### config.mk
export PLATFORM = sky130hd
export DESIGN_NAME = lcsts_text_ram
export DESIGN_NICKNAME = d
export VERILOG_FILES = /design/src/lcsts_pkg.sv /design/src/lcsts_text_ram.sv
export SDC_FILE = /design/constraint.sdc
export NUM_CORES = 2
export LEC_CHECK = 0
export CELL_PAD_IN_SITES_DETAIL_PLACEMENT = 0
export CELL_PAD_IN_SITES_GLOBAL_PLACEMENT = 1
export CORE_ASPECT_RATIO = 0.6
export CORE_MARGIN = 2
export CORE_UTILIZATION = 40
export CTS_CLUSTER_SIZE = 14
export DETAILED_ROUTE_END_ITERATION = 8
export DONT_BUFFER_PORTS = 1
export PLACE_DENSITY_LB_ADDON = 0.1
export SLEW_MARGIN = 20
export SYNTH_ARGS = -nofsm -noshare
export SYNTH_HDL_FRONTEND = slang
export SYNTH_SLANG_ARGS = --single-unit
### constraint.sdc
create_clock -name clock -period 6.4 [get_ports clock]
set_clock_uncertainty 0.15 [all_clocks]
set_input_delay 0.96 -clock clock [delete_from_list [all_inputs] [get_ports clock]]
set_output_delay 0.96 -clock clock [all_outputs]
set_load 0.01 [all_outputs]
### src/lcsts_pkg.sv
`timescale 1ns / 1ps
// Shared types and constants for the LCS text similarity block.
// No dependencies; every other source file imports this package.
package lcsts_pkg;

   localparam int MAX_LEN_DEFAULT = 256;
   localparam int CHAR_W          = 16;
   localparam int OUT_LEN_W       = 9;
   localparam int SIM_W           = 17;
   localparam int DIV_CNT_W       = $clog2(SIM_W + 1);

   localparam logic [SIM_W-1:0] SIM_ONE      = 17'h10000;
   localparam logic [SIM_W-1:0] SIM_ZERO     = 17'h00000;
   localparam logic [SIM_W-1:0] THRESH_RESET = 17'd55705;

   localparam logic MODE_FIRST  = 1'b0;
   localparam logic MODE_SECOND = 1'b1;

   typedef struct packed {
      logic              mode;
      logic [CHAR_W-1:0] char_code;
      logic              empty_string;
      logic              last_char;
   } lcsts_req_type;

   typedef struct packed {
      logic [OUT_LEN_W-1:0] common_length;
      logic [OUT_LEN_W-1:0] longer_length;
      logic [SIM_W-1:0]     similarity;
      logic                 is_similar;
      logic                 overflow;
   } lcsts_rsp_type;

   typedef enum logic [0:0] {
      PH_FIRST,
      PH_SECOND
   } lcsts_phase_type;

   typedef enum logic [1:0] {
      ST_LOAD,
      ST_CHECK,
      ST_LCS,
      ST_DIV
   } lcsts_state_type;

   typedef enum logic [1:0] {
      ENG_IDLE,
      ENG_FETCH,
      ENG_SWEEP,
      ENG_FLUSH
   } lcsts_eng_state_type;

endpackage

### src/lcsts_text_ram.sv
`timescale 1ns / 1ps
// Single-port-write, single-port-read text memory, one code unit per entry.
// Depends on lcsts_pkg for the code unit width.
module lcsts_text_ram
   import lcsts_pkg::*;
#(
   parameter int DEPTH = MAX_LEN_DEFAULT
) (
   input  logic                     clock,
   input  logic                     wr_en,
   input  logic [$clog2(DEPTH)-1:0] wr_addr,
   input  logic [CHAR_W-1:0]        wr_data,
   input  logic                     rd_en,
   input  logic [$clog2(DEPTH)-1:0] rd_addr,
   output logic [CHAR_W-1:0]        rd_data
);

   logic [CHAR_W-1:0] mem [DEPTH];
   logic [CHAR_W-1:0] rd_data_ff;

   always_ff @(posedge clock) begin
      if (wr_en) begin
         mem[wr_addr] <= wr_data;
      end
      if (rd_en) begin
         rd_data_ff <= mem[rd_addr];
      end
   end

   assign rd_data = rd_data_ff;

endmodule

==> flow_summary.json <==
{
  "grt_usage": 0.2325,
  "worst-endpoint-required_ns": 6.93,
  "cts_resized": 0,
  "rsz0062_at_grt": "false",
  "async_flop_share": 0,
  "peakVddDrop_mv": 0.2226,
  "static-leakage-power_nw": 56.47,
  "post_dp_cell_area_um2": 167600,
  "ant_nets": 0,
  "synth_edf_count": 4112,
  "hold_path_depth": 0,
  "period_share": 0.9089,
  "vias_per_cell": 5.935,
  "status": "complete, but fails checks",
  "overflow": 0,
  "clkTransAtPathRegs_ns": 0.06,
  "vias": 79410,
  "drcViolationCount": 0,
  "fmax_mhz": 171.9,
  "postLayoutCoreUtil": 0.4562,
  "clk_latency_ns": 0.96,
  "clock_sinks": 4112,
  "setup_tns_ns": 0,
  "synth-warning-count": 0,
  "cts_buffers": 391,
  "ys_seq_area_frac": 0.7772,
  "core_area_um2": 396000,
  "area_growth_pct": 13.69,
  "p_per_area_nw_per_um2": 305.3,
  "synth-seq-cells": 4112,
  "ff2ff_setup_slack_ns": 3.08,
  "root_buffer": "clkbuf_16",
  "arrival_ns": 6.35,
  "synth_nets": 7395,
  "grt_pass1_vias": 76880,
  "die-area_um2": 402400,
  "maxSlewViolCount": 229,
  "worstPathMaxFanout": 80,
  "yosys.area.top_type": "edfxtp_1",
  "grt_pass1_wl_mm": 651.2,
  "reg2regPathDepth": 6,
  "start_util": 0.4012,
  "power_mw": 55.14,
  "portBuffers": 0,
  "nFillCells": 33020,
  "gp_congestion": 0.8101,
  "synth_area_um2": 158900,
  "hpwl_mm": 264.0,
  "hp-class": "input port to flop",
  "htree_levels": 5,
  "finalHoldViolations": 0,
  "cts_buffer_depth": 4,
  "netlist_instances": 7360,
  "die_y_um": 492.2,
  "critical_path_class": "input port to flop",
  "synth.distinct_cells": 51,
  "avgSynthCellArea_um2": 21.59,
  "cts_tree": "yes",
  "setup_viol": 0,
  "rows": 179,
  "synth.most_common_cell": "edfxtp_1",
  "postCtsSetupRepairBufs": 0,
  "initialDrtViolationCount": 11380,
  "fp.dieW_um": 817.6,
  "routedWlPerCell_um": 35.77,
  "endpoint_kind": "flop",
  "max_cap_viol_count": 0,
  "max_slew_margin": -0.1782,
  "synthTopCellsByArea": "edfxtp_1 (78%), mux4_2 (11%), mux2i_1 (3.6%), o221ai_1 (1.4%), nor2_1 (0.72%)",
  "worstMarginPinSlew_ns": 1.767,
  "routed_wl_mm": 478.6,
  "fin_area_um2": 180600,
  "startpoint_type": "input port",
  "antenna_found_initial": 41,
  "grt_max_degree": 738,
  "layout-drive-gt1-share": 0.2566,
  "drt_first_pass_iters": 5,
  "synth_common_cells": "edfxtp_1 (4112), mux4_2 (797), mux2i_1 (565)",
  "design.portCount": 51,
  "violations": "slew limit",
  "nets": 7844,
  "synth_top_area_share": 0.7772,
  "fin_crit_ns": 5.817,
  "synth_top_flop_cell": "edfxtp_1"
}
flip-flops by register name, summed over array words and instances (netlist names):
| name | flops |
|---|---|
| mem | 4096 |
| rd_data | 16 |
report_power, final:
part	internal, mW	switching [mW]
Clock	12.8	10.1
Sequential	29.7	0.0695
Combinational	0.980	1.49
critical path: stages:
cell and delay, ns:
buf_16 0.41, buf_16 0.43, buf_16 0.38, buf_16 0.39, buf_16 0.39, buf_16 0.37
buf_16 0.34, mux4_2 0.56, mux2_2 0.30, a22oi_1 0.38, nand2_1 0.24, o32ai_1 0.35
buf_4 0.19, nor4_1 0.06
layout by cell type, fill, tap and decap left out, types with 90 or more instances in the layout:
master / n
clkbuf_16: 401
nor2_2: 113
a21oi_1: 175
mux2i_1: 565
o221ai_1: 252
edfxtp_1: 4112
buf_4: 424
clkbuf_1: 90
nor2_1: 150
mux4_2: 797
o22ai_1: 148
metrics by stage:
| stage | worst slack [ns] | hold slack [ns] | cells |
|---|---|---|---|
| 3_5_place_dp | -0.9081 | 0.9240 | 12620 |
| 3_3_place_gp | -0.8826 | 0.9272 | 12620 |
| 5_1_grt | 0.07310 | 0.005270 | 13360 |
| 2_1_floorplan | 3.041 | 0.8232 | 7360 |
| 6_report | 0.5829 | 0.09754 | 13380 |
| 4_1_cts | 0.1106 | 0.001237 | 13340 |
path summary, 6_finish.rpt:
| kind | from | end |
|---|---|---|
| max | rd_addr[0] | rd_data[3]$_DFFE_PP_ |
| min | wr_data[10] | mem[122][10]$_DFFE_PP_ |
| max reg2reg | mem[31][14]$_DFFE_PP_ | rd_data[14]$_DFFE_PP_ |
| min reg2reg | mem[70][7]$_DFFE_PP_ | rd_data[7]$_DFFE_PP_ |
cell type report:
type                       count  area, um2  share of cell area
sequential                  4112     123500              0.6836
multi-input combinational   2792      33440              0.1851
clock buffer                 489      10320             0.05715
tap                         5249       6568             0.03636
timing repair buffer         508       4858             0.02690
clock inverter               205       1883             0.01043
antenna                       21      52.55           0.0002909
inverter                       4      27.53           0.0001524
what timing repair did:
item	4_1_cts	5_1_grt
setup endpoints to repair	0	6
hold buffers	24	5
endpoints found under the hold margin	311	16
cells by family after synthesis:
| family | synth area share |
|---|---|
| mux | 0.1548 |
| flops | 0.7772 |
| buf+inv | 0.01692 |
| compound gates | 0.03534 |
| simple gates | 0.01573 |
layer usage:
metal  global-route usage  vias up  share of wire
li1                     -    32260              -
met1               0.3672    43190           0.46
met2               0.3249     3447           0.42
met3              0.06567      507           0.10
met4              0.03823        4          0.017
met5                    0        -       0.000046
No activity file was read; power rests on OpenSTA's default activity.
