## config.mk

```make
export PLATFORM = sky130hd
export DESIGN_NAME = lcsts_lcs_engine
export DESIGN_NICKNAME = d
export VERILOG_FILES = /design/src/lcsts_pkg.sv /design/src/lcsts_lcs_engine.sv
export SDC_FILE = /design/constraint.sdc
export NUM_CORES = 2
export LEC_CHECK = 0
export BUFFER_PORTS_ARGS = -buffer_cell sky130_fd_sc_hd__buf_2
export CAP_MARGIN = 20
export CORE_ASPECT_RATIO = 0.8
export CORE_MARGIN = 1.5
export CORE_UTILIZATION = 45
export DETAILED_ROUTE_END_ITERATION = 12
export REMOVE_ABC_BUFFERS = 1
export SKIP_CTS_REPAIR_TIMING = 1
export SYNTH_ARGS = -nofsm -noshare
export SYNTH_HDL_FRONTEND = slang
export SYNTH_SLANG_ARGS = --single-unit
export TNS_END_PERCENT = 1
```

## constraint.sdc

```tcl
create_clock -name clock -period 39.7 [get_ports clock]
set_input_delay 7.94 -clock clock [delete_from_list [all_inputs] [get_ports clock]]
set_output_delay 7.94 -clock clock [all_outputs]
set_load 0.05 [all_outputs]
```

## src/lcsts_pkg.sv

```systemverilog
`timescale 1ns / 1ps
// Shared types and constants for the LCS text similarity block.
// No dependencies; every other source file imports this package.
package lcsts_pkg;

   localparam int MAX_LEN_DEFAULT = 256;
   localparam int CHAR_W          = 16;
   localparam int OUT_LEN_W       = 9;
   localparam int SIM_W           = 17;
   localparam int DIV_CNT_W       = $clog2(SIM_W + 1);

   localparam logic [SIM_W-1:0] SIM_ONE      = 17'h10000;
   localparam logic [SIM_W-1:0] SIM_ZERO     = 17'h00000;
   localparam logic [SIM_W-1:0] THRESH_RESET = 17'd55705;

   localparam logic MODE_FIRST  = 1'b0;
   localparam logic MODE_SECOND = 1'b1;

   typedef struct packed {
      logic              mode;
      logic [CHAR_W-1:0] char_code;
      logic              empty_string;
      logic              last_char;
   } lcsts_req_type;

   typedef struct packed {
      logic [OUT_LEN_W-1:0] common_length;
      logic [OUT_LEN_W-1:0] longer_length;
      logic [SIM_W-1:0]     similarity;
      logic                 is_similar;
      logic                 overflow;
   } lcsts_rsp_type;

   typedef enum logic [0:0] {
      PH_FIRST,
      PH_SECOND
   } lcsts_phase_type;

   typedef enum logic [1:0] {
      ST_LOAD,
      ST_CHECK,
      ST_LCS,
      ST_DIV
   } lcsts_state_type;

   typedef enum logic [1:0] {
      ENG_IDLE,
      ENG_FETCH,
      ENG_SWEEP,
      ENG_FLUSH
   } lcsts_eng_state_type;

endpackage

```

## src/lcsts_lcs_engine.sv

```systemverilog
`timescale 1ns / 1ps
// LCS table walk over a single row memory: one cell per cycle, a fetch per row.
// Depends on lcsts_pkg; reads both text memories through their read ports.
module lcsts_lcs_engine
   import lcsts_pkg::*;
#(
   parameter int MAX_LEN = MAX_LEN_DEFAULT
) (
   input  logic                               clock,
   input  logic                               reset,
   input  logic                               start,
   input  logic [$clog2(MAX_LEN+1)-1:0]       first_len,
   input  logic [$clog2(MAX_LEN+1)-1:0]       second_len,
   output logic                               a_rd_en,
   output logic [$clog2(MAX_LEN)-1:0]         a_rd_addr,
   input  logic [CHAR_W-1:0]                  a_rd_data,
   output logic                               b_rd_en,
   output logic [$clog2(MAX_LEN)-1:0]         b_rd_addr,
   input  logic [CHAR_W-1:0]                  b_rd_data,
   output logic                               done,
   output logic [$clog2(MAX_LEN+1)-1:0]       common
);

   localparam int LEN_W  = $clog2(MAX_LEN + 1);
   localparam int ADDR_W = $clog2(MAX_LEN);

   lcsts_eng_state_type state_ff, state_in;

   logic [LEN_W-1:0]  i_ff, i_in;
   logic [LEN_W-1:0]  j_ff, j_in;
   logic              p_valid_ff, p_valid_in;
   logic [ADDR_W-1:0] p_addr_ff, p_addr_in;
   logic              p_first_ff, p_first_in;
   logic              p_top_ff, p_top_in;
   logic              p_last_ff, p_last_in;
   logic [LEN_W-1:0]  diag_ff, left_ff;
   logic [LEN_W-1:0]  common_ff;
   logic              done_ff, done_in;

   logic [LEN_W-1:0]  row_mem [MAX_LEN];
   logic [LEN_W-1:0]  row_q_ff;
   logic              row_rd_en;

   logic [LEN_W-1:0]  n_last, m_last;
   logic [LEN_W-1:0]  diag, left, up, cur;

   assign n_last = first_len - LEN_W'(1);
   assign m_last = second_len - LEN_W'(1);

   // Row and column edges of the table read as zero.
   assign diag = p_first_ff ? '0 : diag_ff;
   assign left = p_first_ff ? '0 : left_ff;
   assign up   = p_top_ff   ? '0 : row_q_ff;
   assign cur  = (a_rd_data == b_rd_data) ? diag + LEN_W'(1)
               : ((up > left) ? up : left);

   always_comb begin
      state_in   = state_ff;
      i_in       = i_ff;
      j_in       = j_ff;
      p_valid_in = 1'b0;
      p_addr_in  = j_ff[ADDR_W-1:0];
      p_first_in = (j_ff == '0);
      p_top_in   = (i_ff == '0);
      p_last_in  = (i_ff == n_last) && (j_ff == m_last);
      done_in    = 1'b0;
      a_rd_en    = 1'b0;
      row_rd_en  = 1'b0;
      b_rd_en    = 1'b0;
      case (state_ff)
         ENG_IDLE: begin
            if (start) begin
               i_in     = '0;
               state_in = ENG_FETCH;
            end
         end
         ENG_FETCH: begin
            a_rd_en  = 1'b1;
            j_in     = '0;
            state_in = ENG_SWEEP;
         end
         ENG_SWEEP: begin
            b_rd_en    = 1'b1;
            row_rd_en  = 1'b1;
            p_valid_in = 1'b1;
            if (j_ff == m_last) begin
               if (i_ff == n_last) begin
                  state_in = ENG_FLUSH;
               end else begin
                  i_in     = i_ff + LEN_W'(1);
                  state_in = ENG_FETCH;
               end
            end else begin
               j_in = j_ff + LEN_W'(1);
            end
         end
         ENG_FLUSH: begin
            done_in  = 1'b1;
            state_in = ENG_IDLE;
         end
         default: begin
            state_in = ENG_IDLE;
         end
      endcase
   end

   assign a_rd_addr = i_ff[ADDR_W-1:0];
   assign b_rd_addr = j_ff[ADDR_W-1:0];

   always_ff @(posedge clock) begin
      if (reset) begin
         state_ff   <= ENG_IDLE;
         p_valid_ff <= 1'b0;
         done_ff    <= 1'b0;
      end else begin
         state_ff   <= state_in;
         p_valid_ff <= p_valid_in;
         done_ff    <= done_in;
      end
   end

   always_ff @(posedge clock) begin
      i_ff       <= i_in;
      j_ff       <= j_in;
      p_addr_ff  <= p_addr_in;
      p_first_ff <= p_first_in;
      p_top_ff   <= p_top_in;
      p_last_ff  <= p_last_in;
      if (p_valid_ff) begin
         diag_ff <= up;
         left_ff <= cur;
         if (p_last_ff) begin
            common_ff <= cur;
         end
      end
   end

   // Write back the cell; the next read in the same row is one column ahead.
   always_ff @(posedge clock) begin
      if (p_valid_ff) begin
         row_mem[p_addr_ff] <= cur;
      end
      if (row_rd_en) begin
         row_q_ff <= row_mem[j_ff[ADDR_W-1:0]];
      end
   end

   assign done   = done_ff;
   assign common = common_ff;

endmodule

```

==> impl_metrics.csv <==
group,metric,value,unit
sta,hold_viol_final,0,
synthesis,yosys.area.top_type,"edfxtp_1",
critical_path,end_kind,"flop",
power_and_ir_drop,intPower,0.004102,W
synthesis,synth_edf_count,2358,
routing,drtAntennaViolNets,0,
critical_path,path_class,"primary input to flop",
synthesis,synth_commonest_cells,"2,358 x edfxtp_1, 442 x mux4_2, 326 x mux2i_1",
sta,hold_slack,0.5030,ns
routing,drc,0,
critical_path,slowest_delay,0.83,ns
global_route,grt_start_max_net_pins,241,
power_and_ir_drop,leakage,32.78,nW
synthesis,synthCells,4753,
floorplanning,coreArea,0.2069,mm²
clock_tree,cts_sinks,2373,
floorplanning,die_h,412.0,µm
clock_tree,path_clk_slew,0.06,ns
power_and_ir_drop,clockPowerShare,38.2,%
outcome,status,"finished, final reports clean",
synthesis,synthArstFlopShare,0,%
critical_path,worst_ep_arrival_time,11.84,ns
final_layout,finalInstanceArea,0.1049,mm²
final_layout,area_growth,11.48,%
sta,tightest_slew,1.333,ns
routing,via_count,49223,
power_and_ir_drop,vdd_drop_max,43.50,µV
sta,rsz0062_at_grt,"false",
routing,vias_per_cell,6.273,
final_layout,instances_no_fill,7847,
floorplanning,die_x,514.2,µm
critical_path,cp-start-kind,"primary input",
sta,fin_crit,11.38,ns
routing,wire_per_inst,33.24,µm
clock_tree,clock_path_buffers,3,
power_and_ir_drop,p_per_area,51.20,mW/mm²
sta,drv_slew,0,
sta,worst_clock_skew,0.04458,ns
synthesis,synth_top_area_share,75.26,%
critical_path,cpMostUsedCell,"buf_4",
final_layout,post-route-util,50.68,%
clock_tree,cts_tree,"yes",
synthesis,synthTopCellsByArea,"edfxtp_1 75%, mux4_2 11%, mux2i_1 3.5%",
global_route,grt_pass1_vias,47172,
placed_design,dp.cells,7411,
placed_design,gp_congestion,0.8968,
synthesis,synth-seq-cells,2373,
global_route,antenna_found_initial,12,
sta,slew_headroom,10.47,%
power_and_ir_drop,power.share.sequential,52.9,%
sta,post-route-period-util,28.66,%
critical_path,crit_family,"buffers and inverters",
critical_path,crit_slowest_cell,"buf_4",
placed_design,hpwl,157200,µm
sta,finalSetupViolCount,0,
global_route,grt_pass1_wl,365600,µm
critical_path,worst-path-max-fanout,98,
run,cap_violations,0,
power_and_ir_drop,combPwrFrac,9.0,%
final_layout,nets,5011,
synthesis,yosys.cell_count.top_type,"edfxtp_1",
placed_design,place_area,0.09775,mm²
routing,wirelength,260800,µm
floorplanning,io-pin-count,81,
hold_path,hold_path_class,"flop to flop",
synthesis,yosysUniqueCellTypes,76,
power_and_ir_drop,p_switching,0.001268,W
power_and_ir_drop,swShare,23.61,%
sta,fin_tns_setup,0,ns
clock_tree,cts_buffers,219,
floorplanning,num_rows,149,
synthesis,syn_avg_cell_area,19.79,µm²
clock_tree,htreeDepth,4,
global_route,track_usage,24.50,%
sta,fmax,0.08788,GHz
synthesis,ys_seq_area_share,75.58,%
clock_tree,insertion_delay,0.85,ns
clock_tree,cts-root-buf,"clkbuf_16",
routing,first_pass_iters,8,
synthesis,synthFlopType,"edfxtp_1",
placed_design,io_buffers,80,
floorplanning,initial_utilization,45.47,%
critical_path,critical_path_buf_inv_count,5,
critical_path,path_cells,"buf_2 > xnor2_1 > nand4_1 > nor4_2 > buf_4 > a221oi_1 > a32oi_4 > buf_4 > buf_4 > buf_4",
final_layout,drive_above_1_share,20.74,%
synthesis,ys_warn_count,0,
routing,drt_iter0_drc,6598,
synthesis,mappedNetlistArea,0.09409,mm²
critical_path,cp.required,40.16,ns
global_route,gr-total-overflow,0,
floorplanning,die_area,0.2118,mm²
## cells in the final DEF (no fill, tap or decap), types with 57 or more instances in the layout
cell	Yosys	layout
o221ai_1	94	94
a21oi_1	91	91
buf_2	54	80
nand2_1	103	102
edfxtp_1	2358	2358
nor2_1	314	313
o22ai_1	71	71
buf_4	42	162
mux2i_1	326	326
mux4_2	442	442
clkinv_1	2	57
clkbuf_16	0	224
## tightest hold or removal path, stage by stage, from the launching register on
cell	delay, ns
dfxtp_1	0.34
nand2_1	0.07
nor2_1	0.04
## worst paths after layout
check                                  start              end  slack (ns)  cells after the start
worst min-delay path             state_ff[1]             done        0.50                      2
worst max-delay path            b_rd_data[0]  row_mem[100][5]       28.32                     10
worst min register to register   state_ff[1]             done        0.50                      2
worst max register to register       j_ff[1]      row_q_ff[5]       33.05                     11
## metal layers
metal	vias up	track usage, %	part of all wire [%]
li1	20024	-	-
met1	26258	37.02	43
met2	2548	35.02	44
met3	389	6.818	11
met4	4	6.233	2.6
met5	-	0.2470	0.0092
## stage by stage
step                      setup slack (ns)  power, W
after global routing                 28.02  0.005506
after global placement               27.65  0.003361
after floorplan                      7.278  0.003395
final                                28.32  0.005370
after detailed placement             27.50  0.003369
after CTS                            28.35  0.005385
## cells by family (layout without fill, tap and decap cells)
logic type,after synthesis,count (layout),synth area share (%)
simple gates,677,677,3.313
fa+ha+maj,16,16,0.2128
flops,2373,2373,75.58
mux,792,792,14.45
xor+xnor,52,52,0.4841
compound gates,509,509,3.882
buf+inv,334,706,2.083
other cells,0,4,0
## power by group through the flow
stage / clock network [W] / registers (W) / logic [W]
CTS: 0.00207 / 0.00284 / 0.000477
finish: 0.00205 / 0.00284 / 0.000483
global placement: 0 / 0.00289 / 0.000469
global route: 0.00216 / 0.00284 / 0.000505
detailed placement: 0 / 0.00289 / 0.000477
floorplan: 0 / 0.00299 / 0.000408
## sequential cells by signal, summed over array words and instances (netlist names), 2 cells and up
name       flops
p_addr_ff      8
state_ff       2
i_ff           9
row_q_ff       9
left_ff        9
row_mem     2304
j_ff           9
diag_ff        9
common         9
## area by class of cell
class,count,area [µm²]
fillers,16464,102100
flip-flops and latches,2373,71110
multi-input cells,2046,21270
clock buffers,280,5836
well taps,2718,3401
repair buffers,273,2130
clock inverters,124,1010
inverters,29,116.4
diodes,4,10.01
No activity file was read; power rests on OpenSTA's default activity.
