===== src/lcsts_pkg.sv =====
`timescale 1ns / 1ps
// Shared types and constants for the LCS text similarity block.
// No dependencies; every other source file imports this package.
package lcsts_pkg;

   localparam int MAX_LEN_DEFAULT = 256;
   localparam int CHAR_W          = 16;
   localparam int OUT_LEN_W       = 9;
   localparam int SIM_W           = 17;
   localparam int DIV_CNT_W       = $clog2(SIM_W + 1);

   localparam logic [SIM_W-1:0] SIM_ONE      = 17'h10000;
   localparam logic [SIM_W-1:0] SIM_ZERO     = 17'h00000;
   localparam logic [SIM_W-1:0] THRESH_RESET = 17'd55705;

   localparam logic MODE_FIRST  = 1'b0;
   localparam logic MODE_SECOND = 1'b1;

   typedef struct packed {
      logic              mode;
      logic [CHAR_W-1:0] char_code;
      logic              empty_string;
      logic              last_char;
   } lcsts_req_type;

   typedef struct packed {
      logic [OUT_LEN_W-1:0] common_length;
      logic [OUT_LEN_W-1:0] longer_length;
      logic [SIM_W-1:0]     similarity;
      logic                 is_similar;
      logic                 overflow;
   } lcsts_rsp_type;

   typedef enum logic [0:0] {
      PH_FIRST,
      PH_SECOND
   } lcsts_phase_type;

   typedef enum logic [1:0] {
      ST_LOAD,
      ST_CHECK,
      ST_LCS,
      ST_DIV
   } lcsts_state_type;

   typedef enum logic [1:0] {
      ENG_IDLE,
      ENG_FETCH,
      ENG_SWEEP,
      ENG_FLUSH
   } lcsts_eng_state_type;

endpackage


===== src/lcsts_divider.sv =====
`timescale 1ns / 1ps
// Restoring divider: floor(dividend * 2^16 / divisor), one quotient bit a cycle.
// Depends on lcsts_pkg; expects dividend <= divisor and divisor > 0.
module lcsts_divider
   import lcsts_pkg::*;
#(
   parameter int MAX_LEN = MAX_LEN_DEFAULT
) (
   input  logic                         clock,
   input  logic                         reset,
   input  logic                         start,
   input  logic [$clog2(MAX_LEN+1)-1:0] dividend,
   input  logic [$clog2(MAX_LEN+1)-1:0] divisor,
   output logic                         done,
   output logic [SIM_W-1:0]             quotient
);

   localparam int LEN_W = $clog2(MAX_LEN + 1);

   logic                 busy_ff;
   logic                 done_ff;
   logic [DIV_CNT_W-1:0] cnt_ff;
   logic [LEN_W:0]       rem_ff;
   logic [LEN_W-1:0]     dsor_ff;
   logic [SIM_W-1:0]     quo_ff;

   logic                 ge;
   logic [LEN_W:0]       diff;

   assign ge   = rem_ff >= {1'b0, dsor_ff};
   assign diff = ge ? rem_ff - {1'b0, dsor_ff} : rem_ff;

   always_ff @(posedge clock) begin
      if (reset) begin
         busy_ff <= 1'b0;
         done_ff <= 1'b0;
      end else begin
         done_ff <= busy_ff && (cnt_ff == DIV_CNT_W'(1));
         if (start) begin
            busy_ff <= 1'b1;
         end else if (busy_ff && (cnt_ff == DIV_CNT_W'(1))) begin
            busy_ff <= 1'b0;
         end
      end
   end

   always_ff @(posedge clock) begin
      if (start) begin
         rem_ff  <= {1'b0, dividend};
         dsor_ff <= divisor;
         quo_ff  <= '0;
         cnt_ff  <= DIV_CNT_W'(SIM_W);
      end else if (busy_ff) begin
         // Remainder stays below the divisor, so doubling fits one extra bit.
         rem_ff <= {diff[LEN_W-1:0], 1'b0};
         quo_ff <= {quo_ff[SIM_W-2:0], ge};
         cnt_ff <= cnt_ff - DIV_CNT_W'(1);
      end
   end

   assign done     = done_ff;
   assign quotient = quo_ff;

endmodule


===== config.mk =====
export PLATFORM = sky130hd
export DESIGN_NAME = lcsts_divider
export DESIGN_NICKNAME = d
export VERILOG_FILES = /design/src/lcsts_pkg.sv /design/src/lcsts_divider.sv
export SDC_FILE = /design/constraint.sdc
export NUM_CORES = 1
export LEC_CHECK = 0
export BUFFER_PORTS_ARGS = -buffer_cell sky130_fd_sc_hd__buf_2
export CELL_PAD_IN_SITES_DETAIL_PLACEMENT = 1
export CELL_PAD_IN_SITES_GLOBAL_PLACEMENT = 2
export CORE_MARGIN = 1.5
export CORE_UTILIZATION = 35
export DETAILED_ROUTE_END_ITERATION = 10
export PLACE_DENSITY_LB_ADDON = 0.1
export SYNTH_ARGS = -nofsm -noshare
export SYNTH_HDL_FRONTEND = slang
export SYNTH_SLANG_ARGS = --single-unit

===== constraint.sdc =====
create_clock -name clock -period 3 [get_ports clock]
set_input_delay 0.9 -clock clock [delete_from_list [all_inputs] [get_ports clock]]
set_output_delay 0.9 -clock clock [all_outputs]
set_load 0.02 [all_outputs]

==> results.py, run 1 <==
metrics = {
    "run_status": {
        "outcome": "completed",
    },
    "setup_path": {
        "worst_setup_path_end_kind": "register",
        "critPathArrivalTime_ps": 2600,
        "critical_path_max_stage_delay_ps": 400,
        "worst-path-max-fanout": 7,
        "worstPathCellList": "inv_1 -> ha_1 -> inv_1 -> fa_1 -> a21o_1 -> a221oi_2 -> a32o_1 -> buf_4 -> mux2i_1 -> o21ai_1",
        "cp.required_ps": 3050,
        "criticalPathCategory": "reg -> reg",
        "ff2ff_path_depth": 10,
        "slowest_stage": "fa_1",
        "cpMostUsedCell": "inv_1",
        "critical_path.startpoint_type": "register",
    },
    "clock_tree": {
        "htreeDepth": 2,
        "postCtsHoldBufs": 0,
        "cts_inserted_buffers": 5,
        "cts.path.max_buffers": 2,
        "clock-root-buffer": "clkbuf_8",
        "cts_post_setup_buffers_inserted": 0,
        "clk_latency_ps": 300,
        "quantity_of_gates_resized_following_cts": 0,
        "cts_tree": "built",
        "cts.clk_slew.worst_paths_ps": 80,
        "tritoncts_num_sinks": 43,
    },
    "place": {
        "io_buffers": 38,
        "detailed_place.area_um2": 2349,
        "routabilityCongestion": 0.7916,
        "detailedPlacementHpwl_um": 3295,
    },
    "power_and_ir_drop": {
        "p_clk_share_pct": 23.7,
        "netSwitchingPower_w": 0.0005080,
        "share_seq_of_total_power_pct": 45.7,
        "sw_frac_of_total_pct": 32.40,
        "p_leak_nw": 1.100,
        "combinationalPowerShare_pct": 30.6,
        "power.internal_w": 0.001060,
        "power_density_nw_per_um2": 644.0,
        "irDropWorstVdd_uv": 213.9,
    },
    "global_route": {
        "wire_length_of_the_first_global_routing_pass_um": 7383,
        "via_count_of_the_first_global_routing_pass": 1586,
        "grt_remaining_overflow": 0,
        "largest_net_degree_at_the_start_of_global_routing": 24,
        "global_route.usage.total_pct": 15.21,
        "grt_antenna_before_repair": 0,
    },
    "drt": {
        "drc": 0,
        "total_detailed_routing_wirelength_um": 4355,
        "drt_pre_antenna_iters": 4,
        "post_drt_wl_per_cell_um": 14.23,
        "detailroute.via_count": 1506,
        "first_iter_violations": 60,
        "vias_per_cell": 4.922,
        "antenna_left": 0,
    },
    "sta": {
        "report.final.slew_viol_count": 0,
        "period_share_pct": 85.00,
        "holdWs_ps": 500.8,
        "worst_slew_pin_slew_ps": 393.1,
        "tns_ps": 0,
        "hold_violations": 0,
        "layout_min_cycle_time_ps": 2550,
        "setup_viol_count_final": 0,
        "clock-skew-final_ps": 6.191,
        "max_slew_margin_pct": 73.76,
        "max_freq_mhz": 392.2,
        "grt_setup_unrepaired": "no",
    },
    "synthesis": {
        "yosysWarningCount": 0,
        "post_synth_most_frequent_cells": "nor2_1 (27), dfxtp_1 (25), mux2i_1 (20), edfxtp_1 (18), inv_1 (14)",
        "synth.area.top_cells": "edfxtp_1 (26%), dfxtp_1 (24%), mux2i_1 (9.6%)",
        "synthDistinctLibCells": 40,
        "synth_top_cell_by_area": "edfxtp_1",
        "mappedNetlistArea_um2": 2079,
        "async_reset_ff_share_pct": 0,
        "synth_flop_cell": "dfxtp_1",
        "yosys_register_bits": 43,
        "synth_cells": 192,
        "synth_enable_flop_cells": 18,
        "average_size_of_a_mapped_cell_um2": 10.83,
        "synth_top_area_share_pct": 25.99,
        "yosysSeqAreaShare_pct": 50.06,
        "post-synth-top-count-cell": "nor2_1",
        "synth_nets": 225,
    },
    "die": {
        "die-width_um": 80.08,
        "fp-row-count": 27,
        "core_um2": 5608,
        "initial_core_util_pct": 37.08,
        "die_y_um": 80.08,
        "count_of_pins_on_the_block_boundary": 39,
        "design.die.area_um2": 6413,
    },
    "layout": {
        "n_fill_cell": 669,
        "multiInputGateArea_um2": 929.6,
        "n_antenna_cell": 0,
        "design.final.nets": 266,
        "fin_area_um2": 2435,
        "layout-drive-gt1-share_pct": 24.79,
        "syn2layout_area_growth_pct": 17.09,
        "sequential_cell_area_um2": 1041,
    },
    "worst_hold_path": {
        "min-delay-path-class": "reg -> reg",
        "min_path_cells": 2,
    },
    "run": {
        "max_cap_violations": 0,
    },
}
## stage by stage
stage / setup WS, ps / power (W) / utilization, % / std cells
6_report: 450.0 / 0.001568 / 43.42 / 306
5_1_grt: 245.7 / 0.001676 / 43.42 / 306
4_1_cts: 423.2 / 0.001598 / 43.42 / 306
3_5_place_dp: 435.6 / 0.001213 / 41.88 / 298
3_3_place_gp: 531.1 / 0.001199 / 41.88 / 298
2_1_floorplan: 670.0 / 0.001115 / - / 192
## state kept, by name, summed over array words and instances, names as in the netlist
register  cells
quotient     17
rem_ff       10
dsor_ff       9
cnt_ff        5
busy_ff       1
done          1
## critical path, delay by kind of cell, from the launching register on
family,cells,cell delay (ps)
AOI/OAI and AO/OA,4,870
adders and majority gates,2,550
DFF,1,390
buffers and inverters,3,300
muxes,1,190
## per-layer routing
metal	global-route usage [%]	wire, µm
met5	0	0
met1	17.46	1838
met4	6.552	82
met3	4.432	162
met2	26.13	2272
## layout make-up
| class | count | share of cell area, % |
|---|---|---|
| sequential | 43 | 42.75 |
| timing repair buffer | 44 | 9.661 |
| inverter | 14 | 2.158 |
| clock buffer | 5 | 2.826 |
| tap | 72 | 3.700 |
| multi-input combinational | 125 | 38.18 |
| clock inverter | 3 | 0.7194 |
## placed cells by master, fill, tap and decap left out, types with 2 or more instances in the layout
| master | Yosys | layout |
|---|---|---|
| edfxtp_1 | 18 | 18 |
| o31ai_1 | 3 | 3 |
| buf_2 | 0 | 38 |
| a22oi_1 | 2 | 2 |
| o311ai_1 | 2 | 2 |
| nor2_1 | 27 | 27 |
| o21ai_1 | 4 | 4 |
| dfxtp_1 | 25 | 25 |
| nand3b_1 | 2 | 2 |
| a21oi_1 | 3 | 3 |
| clkbuf_8 | 0 | 5 |
| nand2_1 | 10 | 10 |
| buf_4 | 0 | 6 |
| mux2i_1 | 20 | 20 |
| o21a_1 | 2 | 2 |
| nor3_1 | 2 | 2 |
| xnor2_1 | 4 | 4 |
| inv_1 | 14 | 14 |
| nand2b_1 | 4 | 4 |
| ha_1 | 11 | 11 |
| nor2b_1 | 2 | 2 |
| o21ai_0 | 2 | 2 |
| xor2_1 | 7 | 7 |
| a211oi_1 | 2 | 2 |
| inv_4 | 0 | 2 |
| nor4_1 | 2 | 2 |
## power by group through the flow
stage	sequential [W]	combinational, W	clock, W
6_report	0.000716	0.000480	0.000372
3_5_place_dp	0.000730	0.000483	0
3_3_place_gp	0.000728	0.000471	0
2_1_floorplan	0.000718	0.000398	0
5_1_grt	0.000724	0.000537	0.000415
4_1_cts	0.000717	0.000486	0.000395
## cell families (layout without fill, tap and decap cells)
logic type      count (synthesis)  after routing  share of synthesized area (%)
fa+ha+maj                      12             12                          7.581
mux                            20             20                          9.627
xor+xnor                       11             11                          4.633
compound gates                 29             29                          11.07
flops                          43             43                          50.06
buf+inv                        24             66                          5.234
simple gates                   53             53                          11.79
## worst paths after layout
kind	from	end	slack, ps
min reg2reg	quotient[16]	quotient[16]	500
max	rem_ff[0]	rem_ff[2]	450
min	quotient[16]	quotient[16]	500
max reg2reg	rem_ff[0]	rem_ff[2]	450
Power figures use the tool's default switching activity.
==> inputs of run 2 (changes only) <==
--- a/config.mk
+++ b/config.mk
@@ -5,11 +5,12 @@
 export SDC_FILE = /design/constraint.sdc
 export NUM_CORES = 1
 export LEC_CHECK = 0
+export ABC_AREA = 1
 export BUFFER_PORTS_ARGS = -buffer_cell sky130_fd_sc_hd__buf_2
 export CELL_PAD_IN_SITES_DETAIL_PLACEMENT = 1
 export CELL_PAD_IN_SITES_GLOBAL_PLACEMENT = 2
 export CORE_MARGIN = 1.5
-export CORE_UTILIZATION = 35
+export CORE_UTILIZATION = 32
 export DETAILED_ROUTE_END_ITERATION = 10
 export PLACE_DENSITY_LB_ADDON = 0.1
 export SYNTH_ARGS = -nofsm -noshare
==> constraint.sdc (replaced) <==
create_clock -name clock -period 2.67 [get_ports clock]
set_input_delay 0.801 -clock clock [delete_from_list [all_inputs] [get_ports clock]]
set_output_delay 0.801 -clock clock [all_outputs]
set_load 0.02 [all_outputs]
==> results.py, run 2 <==
metrics = {
    "synthesis": {
        "yosysSeqAreaShare_pct": 47.54,
        "average_size_of_a_mapped_cell_um2": 8.170,
        "post_synth_most_frequent_cells": "nand2_1 (65), inv_1 (56), nand3_1 (26), dfxtp_1 (25), edfxtp_1 (18)",
        "async_reset_ff_share_pct": 0,
        "synth_flop_cell": "dfxtp_1",
        "mappedNetlistArea_um2": 2190,
        "synth_cells": 268,
        "synthDistinctLibCells": 26,
        "post-synth-top-count-cell": "nand2_1",
        "yosysWarningCount": 0,
        "synth.area.top_cells": "edfxtp_1 (25%), dfxtp_1 (23%), nand2_1 (11%)",
        "synth_nets": 301,
        "synth_top_cell_by_area": "edfxtp_1",
        "yosys_register_bits": 43,
        "synth_enable_flop_cells": 18,
        "synth_top_area_share_pct": 24.69,
    },
    "clock_tree": {
        "cts.path.max_buffers": 2,
        "quantity_of_gates_resized_following_cts": 0,
        "clock-root-buffer": "clkbuf_8",
        "cts.clk_slew.worst_paths_ps": 80,
        "postCtsHoldBufs": 0,
        "cts_tree": "built",
        "tritoncts_num_sinks": 43,
        "cts_inserted_buffers": 5,
        "htreeDepth": 2,
        "clk_latency_ps": 290,
        "cts_post_setup_buffers_inserted": 0,
    },
    "power_and_ir_drop": {
        "combinationalPowerShare_pct": 29.4,
        "sw_frac_of_total_pct": 32.56,
        "power.internal_w": 0.001245,
        "share_seq_of_total_power_pct": 42.3,
        "netSwitchingPower_w": 0.0006011,
        "p_leak_nw": 1.270,
        "power_density_nw_per_um2": 717.8,
        "irDropWorstVdd_uv": 318.5,
        "p_clk_share_pct": 28.3,
    },
    "setup_path": {
        "critical_path_max_stage_delay_ps": 420,
        "critPathArrivalTime_ps": 2040,
        "worst_r2r_endpoint": "rem_ff[6]",
        "criticalPathCategory": "reg -> reg",
        "worstPathCellList": "inv_1 -> ha_1 -> inv_1 -> fa_1 -> nand4_1 -> nand2_2 -> nand2_4 -> nand3_1 -> nand3_1 -> nand2_1",
        "setup.worst_path.end": "rem_ff[6]",
        "regToRegSetupSlack_ps": 690,
        "slowest_stage": "fa_1",
        "worst_setup_path_end_kind": "register",
        "cp.required_ps": 2720,
        "worst-path-max-fanout": 10,
        "critical_path.startpoint_type": "register",
        "crit_path_start": "rem_ff[0]",
        "ff2ff_path_depth": 10,
        "rr_startpoint": "rem_ff[0]",
    },
    "sta": {
        "layout_min_cycle_time_ps": 1985,
        "clock-skew-final_ps": 4.005,
        "tns_ps": 0,
        "hold_violations": 0,
        "max_slew_margin_pct": 46.92,
        "max_freq_mhz": 503.8,
        "setup_viol_count_final": 0,
        "grt_setup_unrepaired": "no",
        "report.final.slew_viol_count": 0,
        "period_share_pct": 74.34,
        "worst_slew_pin_slew_ps": 791.3,
    },
    "global_route": {
        "largest_net_degree_at_the_start_of_global_routing": 27,
        "wire_length_of_the_first_global_routing_pass_um": 8970,
        "grt_antenna_before_repair": 0,
        "global_route.usage.total_pct": 15.52,
        "grt_remaining_overflow": 0,
        "via_count_of_the_first_global_routing_pass": 1924,
    },
    "die": {
        "design.die.area_um2": 7348,
        "count_of_pins_on_the_block_boundary": 39,
        "initial_core_util_pct": 33.71,
        "core_um2": 6495,
        "die-width_um": 85.72,
        "fp-row-count": 29,
        "die_y_um": 85.72,
    },
    "layout": {
        "final_cell_mix": "nand2_1 (65), inv_1 (56), buf_2 (38)",
        "largest_register_ffs": 17,
        "layout.cells.most_common": "nand2_1",
        "fin_area_um2": 2572,
        "design.final.nets": 342,
        "n_antenna_cell": 0,
        "layout-drive-gt1-share_pct": 18.71,
        "syn2layout_area_growth_pct": 17.49,
    },
    "run": {
        "max_cap_violations": 0,
    },
    "place": {
        "io_buffers": 38,
        "routabilityCongestion": 0.7441,
        "detailedPlacementHpwl_um": 3877,
        "detailed_place.area_um2": 2446,
    },
    "drt": {
        "drc": 0,
        "first_iter_violations": 59,
        "total_detailed_routing_wirelength_um": 4969,
        "detailroute.via_count": 1819,
        "antenna_left": 0,
        "drt_pre_antenna_iters": 4,
        "post_drt_wl_per_cell_um": 12.84,
        "vias_per_cell": 4.700,
    },
    "worst_hold_path": {
        "min-delay-path-class": "reg -> reg",
    },
    "run_status": {
        "outcome": "completed",
    },
}
==> run 2: final cells by class <==
type / count / area (µm²)
inverters: 61 / 229.0
flip-flops and latches: 43 / 1041
multi-input cells: 159 / 882.1
well taps: 77 / 96.34
fillers: 802 / 3923
clock inverters: 1 / 7.507
clock buffers: 7 / 118.9
repair buffers: 39 / 197.7
==> run 2: worst max-delay path, delay by kind of cell (launching register included) <==
family / cells / cell delay [ps]
adder cells (fa/ha/maj): 2 / 580
AND/OR/NAND/NOR: 6 / 640
buffers and inverters: 2 / 160
flip-flops: 1 / 360
==> run 2: stage by stage <==
step	utilization, %	total power (W)	std cells	setup WS (ps)	hold WS [ps]
3_5_place_dp	37.66	0.001351	379	301.5	451.8
5_1_grt	39.61	0.002007	387	447.9	514.0
4_1_cts	39.61	0.001882	387	638.1	475.9
3_3_place_gp	37.66	0.001345	379	364.7	462.5
6_report	39.61	0.001846	387	685.2	464.5
2_1_floorplan	-	0.001212	268	891.4	435.5
==> run 2: worst min path at each step <==
| stage | startpoint | endpoint | slack [ps] | depth (start not counted) |
|---|---|---|---|---|
| 2_1_floorplan | cnt_ff[4] | cnt_ff[4] | 440 | 1 |
| 6_report | quotient[16] | quotient[16] | 460 | 2 |
| 5_1_grt | quotient[1] | quotient[2] | 510 | 2 |
| 3_3_place_gp | cnt_ff[4] | cnt_ff[4] | 460 | 1 |
| 3_5_place_dp | quotient[16] | quotient[16] | 450 | 2 |
| 4_1_cts | quotient[16] | quotient[16] | 480 | 2 |
==> run 2: power by group through the flow <==
| stage | Sequential (W) | Combinational [W] | Clock, W |
|---|---|---|---|
| 6_report | 0.000781 | 0.000543 | 0.000523 |
| 3_5_place_dp | 0.000796 | 0.000555 | 0 |
| 5_1_grt | 0.000788 | 0.000645 | 0.000574 |
| 3_3_place_gp | 0.000796 | 0.000550 | 0 |
| 4_1_cts | 0.000781 | 0.000559 | 0.000542 |
| 2_1_floorplan | 0.000788 | 0.000423 | 0 |
==> run 2: metal layers <==
layer	global-route usage, %	up-vias	routed length, µm
li1	-	931	-
met1	19.84	861	2334
met2	25.34	22	2368
met3	3.657	5	174
met4	6.158	0	91
met5	0	-	0
==> run 2: cells by family (layout without fill, tap and decap cells) <==
family | count (synthesis) | count (layout) | synth area share [%]
and+or+nand+nor | 115 | 115 | 24.17
AOI/OAI and AO/OA | 29 | 29 | 7.715
xor gates and xnor gates | 3 | 3 | 1.200
adders and majority gates | 12 | 12 | 7.200
DFF | 43 | 43 | 47.54
buffers and inverters | 66 | 108 | 12.17
